## config.mk

```make
export PLATFORM = sky130hd
export DESIGN_NAME = square_ring_tile_scan
export DESIGN_NICKNAME = d
export VERILOG_FILES = /design/src/rtl/core/srts_pkg.sv /design/src/rtl/core/srts_regs.sv /design/src/rtl/core/srts_ctrl.sv /design/src/rtl/core/srts_dpath.sv /design/src/rtl/core/square_ring_tile_scan.sv
export SDC_FILE = /design/constraint.sdc
export NUM_CORES = 1
export LEC_CHECK = 0
export BUFFER_PORTS_ARGS = -buffer_cell sky130_fd_sc_hd__buf_2
export CAP_MARGIN = 25
export CORE_ASPECT_RATIO = 1.75
export CORE_MARGIN = 10
export CORE_UTILIZATION = 60
export CTS_CLUSTER_SIZE = 20
export DETAILED_ROUTE_END_ITERATION = 8
export GPL_TIMING_DRIVEN = 0
export PLACE_DENSITY = 0.79
export SYNTH_ARGS = -nofsm -noshare
export SYNTH_HDL_FRONTEND = slang
export SYNTH_SLANG_ARGS = --single-unit
```

## constraint.sdc

```tcl
create_clock -name aclk -period 20.4 [get_ports aclk]
set_input_delay 4.08 -clock aclk [delete_from_list [all_inputs] [get_ports aclk]]
set_output_delay 4.08 -clock aclk [all_outputs]
set_load 0.01 [all_outputs]
```

## src/rtl/core/srts_pkg.sv

```systemverilog
`timescale 1ns / 1ps
// Shared types and constants of the square ring tile scan.
// No dependencies; imported by every module of the block.
package srts_pkg;

    localparam int unsigned GRID_MAX = 1024;
    localparam int unsigned GW       = 11;   // grid register width
    localparam int unsigned CW       = 13;   // coordinate width
    localparam int unsigned RW       = 14;   // ring radius width, holds limit + 1
    localparam int unsigned OW       = 14;   // side offset width
    localparam int unsigned SW       = 16;   // seek arithmetic width
    localparam int unsigned AW       = 3;    // APB address width
    localparam int unsigned DW       = 32;   // APB data width

    localparam logic [GW-1:0] GRID_MAX_V = GW'(GRID_MAX);

    localparam logic REG_GRID_WIDTH  = 1'b0;
    localparam logic REG_GRID_HEIGHT = 1'b1;

    localparam logic MODE_START = 1'b0;
    localparam logic MODE_NEXT  = 1'b1;

    localparam logic [1:0] SIDE_TOP    = 2'd0;
    localparam logic [1:0] SIDE_RIGHT  = 2'd1;
    localparam logic [1:0] SIDE_BOTTOM = 2'd2;
    localparam logic [1:0] SIDE_LEFT   = 2'd3;

    typedef logic signed [SW-1:0] sval_t;

    typedef enum logic [2:0] {
        ST_IDLE,
        ST_PREP,
        ST_INIT,
        ST_STEP,
        ST_SEEK,
        ST_OUT
    } state_t;

    typedef struct packed {
        logic load;
        logic prep;
        logic init;
        logic step;
        logic idle_resp;
        logic seek;
    } cmd_t;

    typedef struct packed {
        logic is_next;
        logic clipped;
        logic active;
        logic seek_end;
    } status_t;

endpackage

```

## src/rtl/core/srts_regs.sv

```systemverilog
`timescale 1ns / 1ps
// APB register file: grid width and height; the low GW bits of a write are saturated to GRID_MAX.
// Depends on srts_pkg.
module srts_regs (
    input  logic                     aclk,
    input  logic                     aresetn,
    input  logic                     psel,
    input  logic                     penable,
    input  logic                     pwrite,
    input  logic [srts_pkg::AW-1:0]  paddr,
    input  logic [srts_pkg::DW-1:0]  pwdata,
    output logic [srts_pkg::DW-1:0]  prdata,
    output logic                     pready,
    output logic [srts_pkg::GW-1:0]  grid_width,
    output logic [srts_pkg::GW-1:0]  grid_height
);
    import srts_pkg::*;

    logic [GW-1:0] width_reg;
    logic [GW-1:0] height_reg;
    logic [GW-1:0] wdata_sat;
    logic          wr_en;

    assign wr_en     = psel & penable & pwrite;
    assign wdata_sat = (pwdata[GW-1:0] > GRID_MAX_V) ? GRID_MAX_V : pwdata[GW-1:0];

    always_ff @(posedge aclk) begin
        if (!aresetn) begin
            width_reg  <= GW'(1);
            height_reg <= GW'(1);
        end else if (wr_en) begin
            if (paddr[2] == REG_GRID_WIDTH) begin
                width_reg <= wdata_sat;
            end else begin
                height_reg <= wdata_sat;
            end
        end
    end

    assign prdata      = (paddr[2] == REG_GRID_WIDTH) ? DW'(width_reg) : DW'(height_reg);
    assign pready      = 1'b1;
    assign grid_width  = width_reg;
    assign grid_height = height_reg;

endmodule

```

## src/rtl/core/srts_ctrl.sv

```systemverilog
`timescale 1ns / 1ps
// Scan controller: sequences load, start setup, step and side-by-side seek.
// Depends on srts_pkg; drives the datapath through cmd_t.
module srts_ctrl (
    input  logic              aclk,
    input  logic              aresetn,
    input  logic              s_valid,
    output logic              s_ready,
    output logic              m_valid,
    input  logic              m_ready,
    input  logic              s_mode,
    output srts_pkg::cmd_t    cmd,
    input  srts_pkg::status_t status
);
    import srts_pkg::*;

    state_t state_reg;
    state_t state_next;

    always_ff @(posedge aclk) begin
        if (!aresetn) begin
            state_reg <= ST_IDLE;
        end else begin
            state_reg <= state_next;
        end
    end

    always_comb begin
        state_next = state_reg;
        cmd        = '0;
        s_ready    = 1'b0;
        m_valid    = 1'b0;
        case (state_reg)
            ST_IDLE: begin
                s_ready = 1'b1;
                if (s_valid) begin
                    cmd.load   = 1'b1;
                    state_next = (s_mode == MODE_NEXT) ? ST_STEP : ST_PREP;
                end
            end
            ST_PREP: begin
                cmd.prep   = 1'b1;
                state_next = ST_INIT;
            end
            ST_INIT: begin
                cmd.init   = 1'b1;
                state_next = status.clipped ? ST_SEEK : ST_IDLE;
            end
            ST_STEP: begin
                if (status.active) begin
                    cmd.step   = 1'b1;
                    state_next = ST_SEEK;
                end else begin
                    cmd.idle_resp = 1'b1;
                    state_next    = ST_OUT;
                end
            end
            ST_SEEK: begin
                cmd.seek = 1'b1;
                if (status.seek_end) begin
                    state_next = status.is_next ? ST_OUT : ST_IDLE;
                end
            end
            ST_OUT: begin
                m_valid = 1'b1;
                if (m_ready) begin
                    state_next = ST_IDLE;
                end
            end
            default: begin
                state_next = ST_IDLE;
            end
        endcase
    end

endmodule

```

## src/rtl/core/srts_dpath.sv

```systemverilog
`timescale 1ns / 1ps
// Scan datapath: latched word, ring position, one-side-per-cycle seek check
// and the result register. Depends on srts_pkg.
module srts_dpath (
    input  logic                         aclk,
    input  logic                         aresetn,
    input  srts_pkg::cmd_t               cmd,
    output srts_pkg::status_t            status,
    input  logic [srts_pkg::GW-1:0]      grid_width,
    input  logic [srts_pkg::GW-1:0]      grid_height,
    input  logic                         s_mode,
    input  logic                         s_scan_kind,
    input  logic signed [srts_pkg::CW-1:0] s_center_col,
    input  logic signed [srts_pkg::CW-1:0] s_center_row,
    input  logic signed [srts_pkg::CW-1:0] s_vis_left,
    input  logic signed [srts_pkg::CW-1:0] s_vis_right,
    input  logic signed [srts_pkg::CW-1:0] s_vis_top,
    input  logic signed [srts_pkg::CW-1:0] s_vis_bottom,
    output logic signed [srts_pkg::CW-1:0] m_tile_col,
    output logic signed [srts_pkg::CW-1:0] m_tile_row,
    output logic                         m_is_last,
    output logic                         m_scan_done
);
    import srts_pkg::*;

    // latched input word
    logic                 mode_reg;
    logic                 kind_reg;
    logic signed [CW-1:0] in_cx_reg, in_cy_reg;
    logic signed [CW-1:0] vl_reg, vr_reg, vt_reg, vb_reg;

    // scan state
    logic                 clipped_reg;
    logic                 active_reg;
    logic                 pending_reg;
    logic signed [CW-1:0] cx_reg, cy_reg;
    logic [CW-1:0]        ri_reg, rj_reg;
    logic [CW-1:0]        lim_reg;
    logic [RW-1:0]        r_reg;
    logic [1:0]           side_reg;
    logic [OW-1:0]        off_reg;

    // result
    logic signed [CW-1:0] col_reg, row_reg;
    logic                 last_reg, done_reg;

    sval_t in_cx, in_cy, d_l, d_r, d_t, d_b, a_l, a_r, a_t, a_b;
    sval_t gw_s, gh_s, clamp_cx, clamp_cy;
    sval_t cx_s, cy_s, r_s, off_s, two_r, lim_s;
    sval_t lo_raw, hi_raw, lo_a, lo_b, hi_b;
    sval_t c_pt, w_pt, off_inc;
    logic  line_ok, hit, past_lim, wrap;

    assign in_cx = SW'(in_cx_reg);
    assign in_cy = SW'(in_cy_reg);
    assign gw_s  = sval_t'({5'b0, grid_width});
    assign gh_s  = sval_t'({5'b0, grid_height});
    assign d_l   = in_cx - SW'(vl_reg);
    assign d_r   = SW'(vr_reg) - in_cx;
    assign d_t   = in_cy - SW'(vt_reg);
    assign d_b   = SW'(vb_reg) - in_cy;
    assign a_l   = d_l[SW-1] ? -d_l : d_l;
    assign a_r   = d_r[SW-1] ? -d_r : d_r;
    assign a_t   = d_t[SW-1] ? -d_t : d_t;
    assign a_b   = d_b[SW-1] ? -d_b : d_b;

    assign clamp_cx = (in_cx > gw_s) ? gw_s : (in_cx[SW-1] ? '0 : in_cx);
    assign clamp_cy = (in_cy > gh_s) ? gh_s : (in_cy[SW-1] ? '0 : in_cy);

    assign cx_s  = SW'(cx_reg);
    assign cy_s  = SW'(cy_reg);
    assign r_s   = sval_t'({2'b0, r_reg});
    assign off_s = sval_t'({2'b0, off_reg});
    assign two_r = sval_t'({1'b0, r_reg, 1'b0});
    assign lim_s = sval_t'({3'b0, lim_reg});

    // clip the current side against the grid
    always_comb begin
        line_ok = 1'b0;
        lo_raw  = '0;
        hi_raw  = '0;
        c_pt    = '0;
        w_pt    = '0;
        case (side_reg)
            SIDE_TOP: begin
                line_ok = ((cy_s - r_s) >= 0) && ((cy_s - r_s) < gh_s);
                lo_raw  = r_s - cx_s;
                hi_raw  = gw_s - sval_t'(1) + r_s - cx_s;
                c_pt    = cx_s - r_s + off_s;
                w_pt    = cy_s - r_s;
            end
            SIDE_RIGHT: begin
                line_ok = ((cx_s + r_s) >= 0) && ((cx_s + r_s) < gw_s);
                lo_raw  = r_s - cy_s;
                hi_raw  = gh_s - sval_t'(1) + r_s - cy_s;
                c_pt    = cx_s + r_s;
                w_pt    = cy_s - r_s + off_s;
            end
            SIDE_BOTTOM: begin
                line_ok = ((cy_s + r_s) >= 0) && ((cy_s + r_s) < gh_s);
                lo_raw  = cx_s + r_s - (gw_s - sval_t'(1));
                hi_raw  = cx_s + r_s;
                c_pt    = cx_s + r_s - off_s;
                w_pt    = cy_s + r_s;
            end
            SIDE_LEFT: begin
                line_ok = ((cx_s - r_s) >= 0) && ((cx_s - r_s) < gw_s);
                lo_raw  = cy_s + r_s - (gh_s - sval_t'(1));
                hi_raw  = cy_s + r_s;
                c_pt    = cx_s - r_s;
                w_pt    = cy_s + r_s - off_s;
            end
            default: begin
                line_ok = 1'b0;
            end
        endcase
    end

    assign lo_a     = (lo_raw > off_s) ? lo_raw : off_s;
    assign lo_b     = lo_a[SW-1] ? '0 : lo_a;
    assign hi_b     = (hi_raw < two_r) ? hi_raw : two_r;
    assign hit      = line_ok && (lo_b <= hi_b);
    assign past_lim = r_s > lim_s;
    assign off_inc  = off_s + sval_t'(1);
    assign wrap     = off_inc > two_r;

    always_ff @(posedge aclk) begin
        if (!aresetn) begin
            clipped_reg <= 1'b0;
            active_reg  <= 1'b0;
            pending_reg <= 1'b0;
            mode_reg    <= MODE_START;
            r_reg       <= '0;
            side_reg    <= SIDE_TOP;
            off_reg     <= '0;
            lim_reg     <= '0;
            cx_reg      <= '0;
            cy_reg      <= '0;
        end else begin
            if (cmd.load) begin
                mode_reg <= s_mode;
                if (s_mode == MODE_START) begin
                    clipped_reg <= s_scan_kind;
                end
            end
            if (cmd.prep) begin
                cx_reg <= clipped_reg ? in_cx_reg : clamp_cx[CW-1:0];
                cy_reg <= clipped_reg ? in_cy_reg : clamp_cy[CW-1:0];
            end
            if (cmd.init) begin
                if (clipped_reg) begin
                    lim_reg <= (ri_reg > rj_reg) ? ri_reg : rj_reg;
                    r_reg   <= '0;
                end else begin
                    lim_reg <= CW'((grid_width > grid_height) ? grid_width : grid_height);
                    r_reg   <= RW'(1);
                end
                side_reg    <= SIDE_TOP;
                off_reg     <= '0;
                pending_reg <= !clipped_reg;
                active_reg  <= 1'b1;
            end
            if (cmd.step) begin
                if (pending_reg) begin
                    pending_reg <= 1'b0;
                end else if (wrap) begin
                    off_reg <= '0;
                    if (side_reg == SIDE_LEFT) begin
                        side_reg <= SIDE_TOP;
                        r_reg    <= r_reg + RW'(1);
                    end else begin
                        side_reg <= side_reg + 2'd1;
                    end
                end else begin
                    off_reg <= off_inc[OW-1:0];
                end
            end
            if (cmd.seek) begin
                if (past_lim) begin
                    active_reg <= 1'b0;
                end else if (!clipped_reg) begin
                    active_reg <= 1'b1;
                end else if (hit) begin
                    off_reg <= lo_b[OW-1:0];
                end else begin
                    off_reg <= '0;
                    if (side_reg == SIDE_LEFT) begin
                        side_reg <= SIDE_TOP;
                        r_reg    <= r_reg + RW'(1);
                    end else begin
                        side_reg <= side_reg + 2'd1;
                    end
                end
            end
        end
    end

    // payload registers
    always_ff @(posedge aclk) begin
        if (cmd.load) begin
            kind_reg  <= s_scan_kind;
            in_cx_reg <= s_center_col;
            in_cy_reg <= s_center_row;
            vl_reg    <= s_vis_left;
            vr_reg    <= s_vis_right;
            vt_reg    <= s_vis_top;
            vb_reg    <= s_vis_bottom;
        end
        if (cmd.prep) begin
            ri_reg <= (a_l > a_r) ? a_l[CW-1:0] : a_r[CW-1:0];
            rj_reg <= (a_t > a_b) ? a_t[CW-1:0] : a_b[CW-1:0];
        end
        if (cmd.idle_resp) begin
            col_reg  <= '0;
            row_reg  <= '0;
            last_reg <= 1'b0;
            done_reg <= 1'b1;
        end
        if (cmd.step) begin
            col_reg  <= pending_reg ? cx_reg : c_pt[CW-1:0];
            row_reg  <= pending_reg ? cy_reg : w_pt[CW-1:0];
            done_reg <= 1'b0;
        end
        if (cmd.seek) begin
            last_reg <= past_lim;
        end
    end

    assign status.is_next  = mode_reg;
    assign status.clipped  = (cmd.init | cmd.prep) ? kind_reg : clipped_reg;
    assign status.active   = active_reg;
    assign status.seek_end = past_lim | !clipped_reg | hit;

    assign m_tile_col  = col_reg;
    assign m_tile_row  = row_reg;
    assign m_is_last   = last_reg;
    assign m_scan_done = done_reg;

endmodule

```

## src/rtl/core/square_ring_tile_scan.sv

```systemverilog
`timescale 1ns / 1ps
// Top level of the square ring tile scan: registers, controller, datapath.
// Depends on srts_pkg, srts_regs, srts_ctrl and srts_dpath.
//
//   channel  | ports               | moves
//   ---------+---------------------+-----------------------------------
//   input    | s_valid / s_ready   | start or next request word
//   result   | m_valid / m_ready   | tile index or done word
//   config   | psel..pready (APB)  | grid_width @0x0, grid_height @0x4
//
// One word at a time. Start: load, prep and init, then for a clipped scan a
// seek to the first visible ring side. Next: a step and a seek over the ring
// sides, or a done word once the scan has ended; the result then waits in the
// output register until taken. The seek sequencer checks one ring side per cycle.
// Reset (aresetn low, synchronous) drops any scan; grid registers return to 1.
module square_ring_tile_scan (
    input  logic                         aclk,
    input  logic                         aresetn,
    input  logic                         psel,
    input  logic                         penable,
    input  logic                         pwrite,
    input  logic [srts_pkg::AW-1:0]      paddr,
    input  logic [srts_pkg::DW-1:0]      pwdata,
    output logic [srts_pkg::DW-1:0]      prdata,
    output logic                         pready,
    input  logic                         s_valid,
    output logic                         s_ready,
    input  logic                         s_mode,
    input  logic                         s_scan_kind,
    input  logic signed [srts_pkg::CW-1:0] s_center_col,
    input  logic signed [srts_pkg::CW-1:0] s_center_row,
    input  logic signed [srts_pkg::CW-1:0] s_vis_left,
    input  logic signed [srts_pkg::CW-1:0] s_vis_right,
    input  logic signed [srts_pkg::CW-1:0] s_vis_top,
    input  logic signed [srts_pkg::CW-1:0] s_vis_bottom,
    output logic                         m_valid,
    input  logic                         m_ready,
    output logic signed [srts_pkg::CW-1:0] m_tile_col,
    output logic signed [srts_pkg::CW-1:0] m_tile_row,
    output logic                         m_is_last,
    output logic                         m_scan_done
);
    import srts_pkg::*;

    logic [GW-1:0] grid_width;
    logic [GW-1:0] grid_height;
    cmd_t          cmd;
    status_t       status;

    srts_regs u_regs (
        .aclk        (aclk),
        .aresetn     (aresetn),
        .psel        (psel),
        .penable     (penable),
        .pwrite      (pwrite),
        .paddr       (paddr),
        .pwdata      (pwdata),
        .prdata      (prdata),
        .pready      (pready),
        .grid_width  (grid_width),
        .grid_height (grid_height)
    );

    srts_ctrl u_ctrl (
        .aclk    (aclk),
        .aresetn (aresetn),
        .s_valid (s_valid),
        .s_ready (s_ready),
        .m_valid (m_valid),
        .m_ready (m_ready),
        .s_mode  (s_mode),
        .cmd     (cmd),
        .status  (status)
    );

    srts_dpath u_dpath (
        .aclk         (aclk),
        .aresetn      (aresetn),
        .cmd          (cmd),
        .status       (status),
        .grid_width   (grid_width),
        .grid_height  (grid_height),
        .s_mode       (s_mode),
        .s_scan_kind  (s_scan_kind),
        .s_center_col (s_center_col),
        .s_center_row (s_center_row),
        .s_vis_left   (s_vis_left),
        .s_vis_right  (s_vis_right),
        .s_vis_top    (s_vis_top),
        .s_vis_bottom (s_vis_bottom),
        .m_tile_col   (m_tile_col),
        .m_tile_row   (m_tile_row),
        .m_is_last    (m_is_last),
        .m_scan_done  (m_scan_done)
    );

endmodule

```

-- Yosys cells after proc, flatten, opt, wreduce, memory -nomap -nowiden
Cells that the tools add are included.
- bitwise logic cells: 7
- multiply operators: 0
- eq/ne operators: 11
- order comparisons: 20
- divide/modulo/power cells: 0
- add/sub/neg operators: 33
- reduce and logical (&&, ||, !) cells: 14
- multiplexer cells: 86
- shifts and indexed selects: 0
- operators by type and width (kind ; count):
    two-way mux 14 bit ; 18
    two-way mux 13 bit ; 13
    greater-or-equal comparator 32 x 1 -> 1 bit (second input constant) ; 4
    case mux 16 bit (4 select lines) ; 2
    case mux 13 bit (4 select lines) ; 2
    two-way mux 16 bit ; 6
    adder 13 x 15 -> 16 bit ; 4
    < comparator 16 x 12 -> 1 bit ; 4
    negator 16 bit ; 4
    subtractor 13 x 15 -> 16 bit ; 4
    subtractor 13 x 13 -> 14 bit ; 4
    greater-than comparator 16 bit ; 3
    two-way mux 11 bit ; 3
    adder 12 x 15 -> 16 bit ; 2
    subtractor 15 x 13 -> 16 bit ; 2
    subtractor 16 x 12 -> 16 bit ; 2
    subtractor 16 x 13 -> 16 bit ; 2
    adder 13 bit ; 2
    greater-than comparator 13 x 12 -> 1 bit ; 2
    subtractor 13 bit ; 2
    two-way mux 12 bit ; 2
    subtractor 11 x 1 -> 12 bit (second input constant) ; 2
    two-way mux 2 bit ; 11
    two-way mux 1 bit ; 21
    30 further kinds ; 50
- memory bits (read-only): 0
- memory bits (writable): 0
- memories: 0
- latch bits: 0
- register bits: 231
- output and inout bits: 63

-- Longest topological paths before layout
- word-level depth: 12
- depth in mapped cells: 44
- depth with buffers taken out: 40

-- Cells and area by module
From an unflattened synthesis, not the netlist that was laid out.
- cells, all modules: 3519
- area, all modules: 29941.2 um^2
- by module, submodules not included (module ; area each (um^2) ; cells an instance ; times used):
    srts_dpath ; 28437.3 ; 3368 ; 1
    srts_regs ; 1227.4 ; 120 ; 1
    srts_ctrl ; 276.5 ; 31 ; 1

-- Least setup slack after synthesis
No wires, ideal clock.
- path type: input to output
- from: input paddr[2] (netlist bit)
- to: output prdata[6] (netlist bit)
- arrival time: 4.756 ns
- setup slack: 11.564 ns
- data required time: 16.320 ns
- stages on the path: 4
- cells stage by stage: clkbuf_1 > clkbuf_1 > nand2_1 > o21ai_0
- longest elaborated chain between the ends: 1
- ends and longest elaborated chain (item ; RTL line ; RTL):
    start: declaration ; square_ring_tile_scan.sv:22 ; input logic [srts_pkg::AW-1:0] paddr,
    two-way mux 11 bit ; srts_regs.sv:40 ; assign prdata = (paddr[2] == REG_GRID_WIDTH) ? DW'(width_reg) : DW'(height_reg);
    end: declaration ; square_ring_tile_scan.sv:24 ; output logic [srts_pkg::DW-1:0] prdata,
No other way between the ends.

-- Worst setup path after layout
- from: register u_dpath.r_reg[1]
- to: register u_dpath.r_reg[10]
- longest elaborated chain between the ends: 12
- elaborated cells between the ends (all ways): 50
- ends and longest elaborated chain (item ; RTL line ; RTL):
    start: declaration ; srts_dpath.sv:39 ; logic [RW-1:0] r_reg;
    start signal: assignment ; srts_dpath.sv:170 ; r_reg <= r_reg + RW'(1);
    start signal: assignment ; srts_dpath.sv:189 ; r_reg <= r_reg + RW'(1);
    adder 13 x 15 -> 16 bit, on equally long branches ; - ;
    subtractor 16 x 12 -> 16 bit, on equally long branches ; srts_dpath.sv:108, srts_dpath.sv:101 ;
    case mux 16 bit (4 select lines) ; srts_dpath.sv:84 ; case (side_reg)
    greater-than comparator 16 x 15 -> 1 bit ; srts_dpath.sv:119 ; assign lo_a = (lo_raw > off_s) ? lo_raw : off_s;
    two-way mux 16 bit ; srts_dpath.sv:119 ;
    two-way mux 15 bit ; srts_dpath.sv:120 ; assign lo_b = lo_a[SW-1] ? '0 : lo_a;
    <= comparator 16 bit ; srts_dpath.sv:122 ; assign hit = line_ok && (lo_b <= hi_b);
    logical AND 1 bit ; srts_dpath.sv:122 ;
    two-way mux 14 bit ; srts_dpath.sv:183 ; end else if (hit) begin
    two-way mux 14 bit ; srts_dpath.sv:181 ; end else if (!clipped_reg) begin
    two-way mux 14 bit ; srts_dpath.sv:179 ; if (past_lim) begin
    two-way mux 14 bit (*) ; srts_dpath.sv:178 ; if (cmd.seek) begin
Mark *: on every way between the ends. The rest lies on a longest branch, timed or not.
A chain may end at the register's enable or synchronous reset.

==> metrics <==
most common cell after layout, fill and taps aside ha_1; vias in the first global route 28200; Longest Clk Path Bufs 3; IO buf count 138; top-area cell type share of the netlist area 19.6%; mean post-synth cell area about 8.4 sq um; WP data required 20.92 ns; final worst slack 7.14 ns; crit path to u_dpath.r_reg[10]; Die H about 310 microns; Initial DRC Count about 3100; Worst Path Arrival 13.78 ns; Yosys Warn Count 0; CTS tree built; post-cts sizing count 0; Critical Path Source Type register; Max Cap Viol 0; sequential area share after synthesis between 20% and 30%; Seq cells post-synth 231; Final Hold Vio Count 0; fin crit share 65.0%; Final Skew 0.0272 ns; Max Clk Rate 75.4 MHz; largest net degree at the start of global routing 81; clk sinks 231; # IOs 185; Core Footprint approximately 46000 sq um; Primary FF master, synth edfxtp_1; global route overflow 0; DRT Wirelength 125000 microns; hpwl dp 96400 microns; Worst-Skew Late Latency slightly below 0.6 ns; die area 56300 sq um; Post-synth EDFFs 132; PwrDens 79.0 nW/um^2; Final nets 4148; Antenna Violating Nets Remaining 0; Worst Setup Path Type reg2reg; Total GRT Usage a little over two fifths; CTS root buffer clkbuf_16; Worst Max-Slew Pin Slew 1.21 ns; reg2reg setup slack just over 7 ns; synthesized instance count 3331; reg2reg end u_dpath.r_reg[10]; maximum vdd drop about 0.00009 V; total number of H-tree levels 1; RSZ-0062 raised after global routing no; # hold bufs at CTS 0; max-slew headroom at the worst pin 19.1%; top cell type by total area after synthesis ha_1; largest cells by area after synthesis ha_1 (20%), edfxtp_1 (14%), dfxtp_1 (7.0%); GPL Wtd Cong 1.13; fraction of registers with async set/reset 0%; area delta synth->final 9.45%; setup tns final 0 ns; first-pass GRT wire length 181000 microns; worst setup path start u_dpath.r_reg[1]; CTS clk-pin slew, worst paths around 0.070 ns; post-synthesis cell type count 97; Reg2Reg Depth 37; initial antenna violation count 12; Vias 28300; via count normalized by instance count slightly below 7; Post-route DRC 0; initial core utilization 60.9%; placed insts 4084; leak pwr 13.4 nW; postcts setup bufs 0; clock buffer count from CTS 25; Die W between 150 and 200 microns; worst-path fanout max 11; fin. max-slew vios 0; crit path time final 13.26 ns; run status finished, final reports clean; most frequent cells in the layout ha_1 (440), inv_1 (301), nand2_1 (265), a21oi_1 (200), nor2_1 (187); drt first pass iters 6; Post-Layout Cell Count 4151; filler instances 3864; DP Worst Slack 8.27 ns; CP Capture Type register; Worst path slowest cell nor3_1; reg2reg start u_dpath.r_reg[1]; Critical Path Most Common Cell ha_1; worst hold path class reg2reg; post-synthesis cell area 28100 sq um; layout cells sized above 1 ~8.5%; row count approximately 100; setup violators final 0; max incr delay on CP 0.90 ns; wire per inst 30.1 microns
## critical path, delay by kind of cell (launching register included)
kind	cells	cell delay, ns
XOR/XNOR	2	1.07
buffers and inverters	3	1.06
multiplexers	1	0.36
flip-flops	1	0.89
AND/OR/NAND/NOR	8	2.20
AO/OA/AOI/OAI	19	5.86
adder cells (fa/ha/maj)	4	1.71
## where the power goes
group	total (mW)	internal (mW)	switching [mW]	leakage, nW
logic	1.34	0.515	0.824	11.0
clock network	0.510	0.295	0.216	0.426
registers	0.580	0.536	0.0447	2.01
total	2.43	1.35	1.08	13.4
## logic make-up (layout without fill, tap and decap cells)
kind of cell	count (synthesis)	count (layout)	synth area share, %
adders and majority gates	485	485	22.8
AOI/OAI and AO/OA	921	921	22.2
and+or+nand+nor	905	905	16.1
muxes	88	88	3.21
buffers and inverters	441	641	6.26
xor gates and xnor gates	258	258	8.31
other	2	39	0.0267
DFF	231	231	21.1
## cell type report
type	count	area, sq um	area share (%)
inverters	304	1140	3.72
diodes	9	22.5	0.0732
flip-flops and latches	231	5950	19.3
well taps	583	729	2.37
clock buffers	26	639	2.08
plain buffers	137	622	2.02
multi-input cells	2687	20500	66.7
clock inverters	19	255	0.829
repair buffers	155	881	2.86
## per-stage QoR
stage          power [mW]  hold slack, ns  area, sq um  util [%]
2_1_floorplan        1.45           0.433        28200         -
3_3_place_gp         1.79           0.448        29700      64.2
3_5_place_dp         1.83           0.451        29700      64.3
4_1_cts              2.34           0.466        30600      66.2
5_1_grt              2.55           0.490        30800      66.6
6_report             2.43           0.467        30800      66.6
## synthesized netlist by cell type, types with 42 or more instances
| master | count |
|---|---|
| xnor2_1 | 169 |
| nor3_1 | 72 |
| nor2b_1 | 77 |
| a21oi_1 | 200 |
| edfxtp_1 | 132 |
| nand2b_1 | 42 |
| a21boi_0 | 56 |
| a21o_1 | 84 |
| nand2_1 | 265 |
| clkbuf_1 | 95 |
| fa_1 | 45 |
| o21a_1 | 62 |
| nand3_1 | 48 |
| ha_1 | 440 |
| o21ai_0 | 187 |
| nor2_1 | 187 |
| dfxtp_1 | 99 |
| xor2_1 | 83 |
| inv_1 | 302 |
| mux2i_1 | 71 |
## layer usage
| metal | GRT usage (%) | up-vias | wire, microns |
|---|---|---|---|
| li1 | - | 12500 | - |
| met5 | 0 | - | 37 |
| met4 | 49.0 | 6 | 17200 |
| met2 | 70.6 | 1875 | 56800 |
| met3 | 15.3 | 816 | 12600 |
| met1 | 40.6 | 13100 | 38400 |
## worst min path at each step
stage                              from             endpoint  cells past startpoint
floorplan           u_dpath.lim_reg[10]  u_dpath.lim_reg[10]                      2
global placement     u_dpath.lim_reg[5]   u_dpath.lim_reg[5]                      2
detailed placement   u_dpath.lim_reg[7]   u_dpath.lim_reg[7]                      2
CTS                  u_dpath.lim_reg[7]   u_dpath.lim_reg[7]                      2
global route        u_dpath.m_scan_done  u_dpath.m_scan_done                      1
finish               u_dpath.lim_reg[7]   u_dpath.lim_reg[7]                      2
No activity file was read; power rests on OpenSTA's default activity.
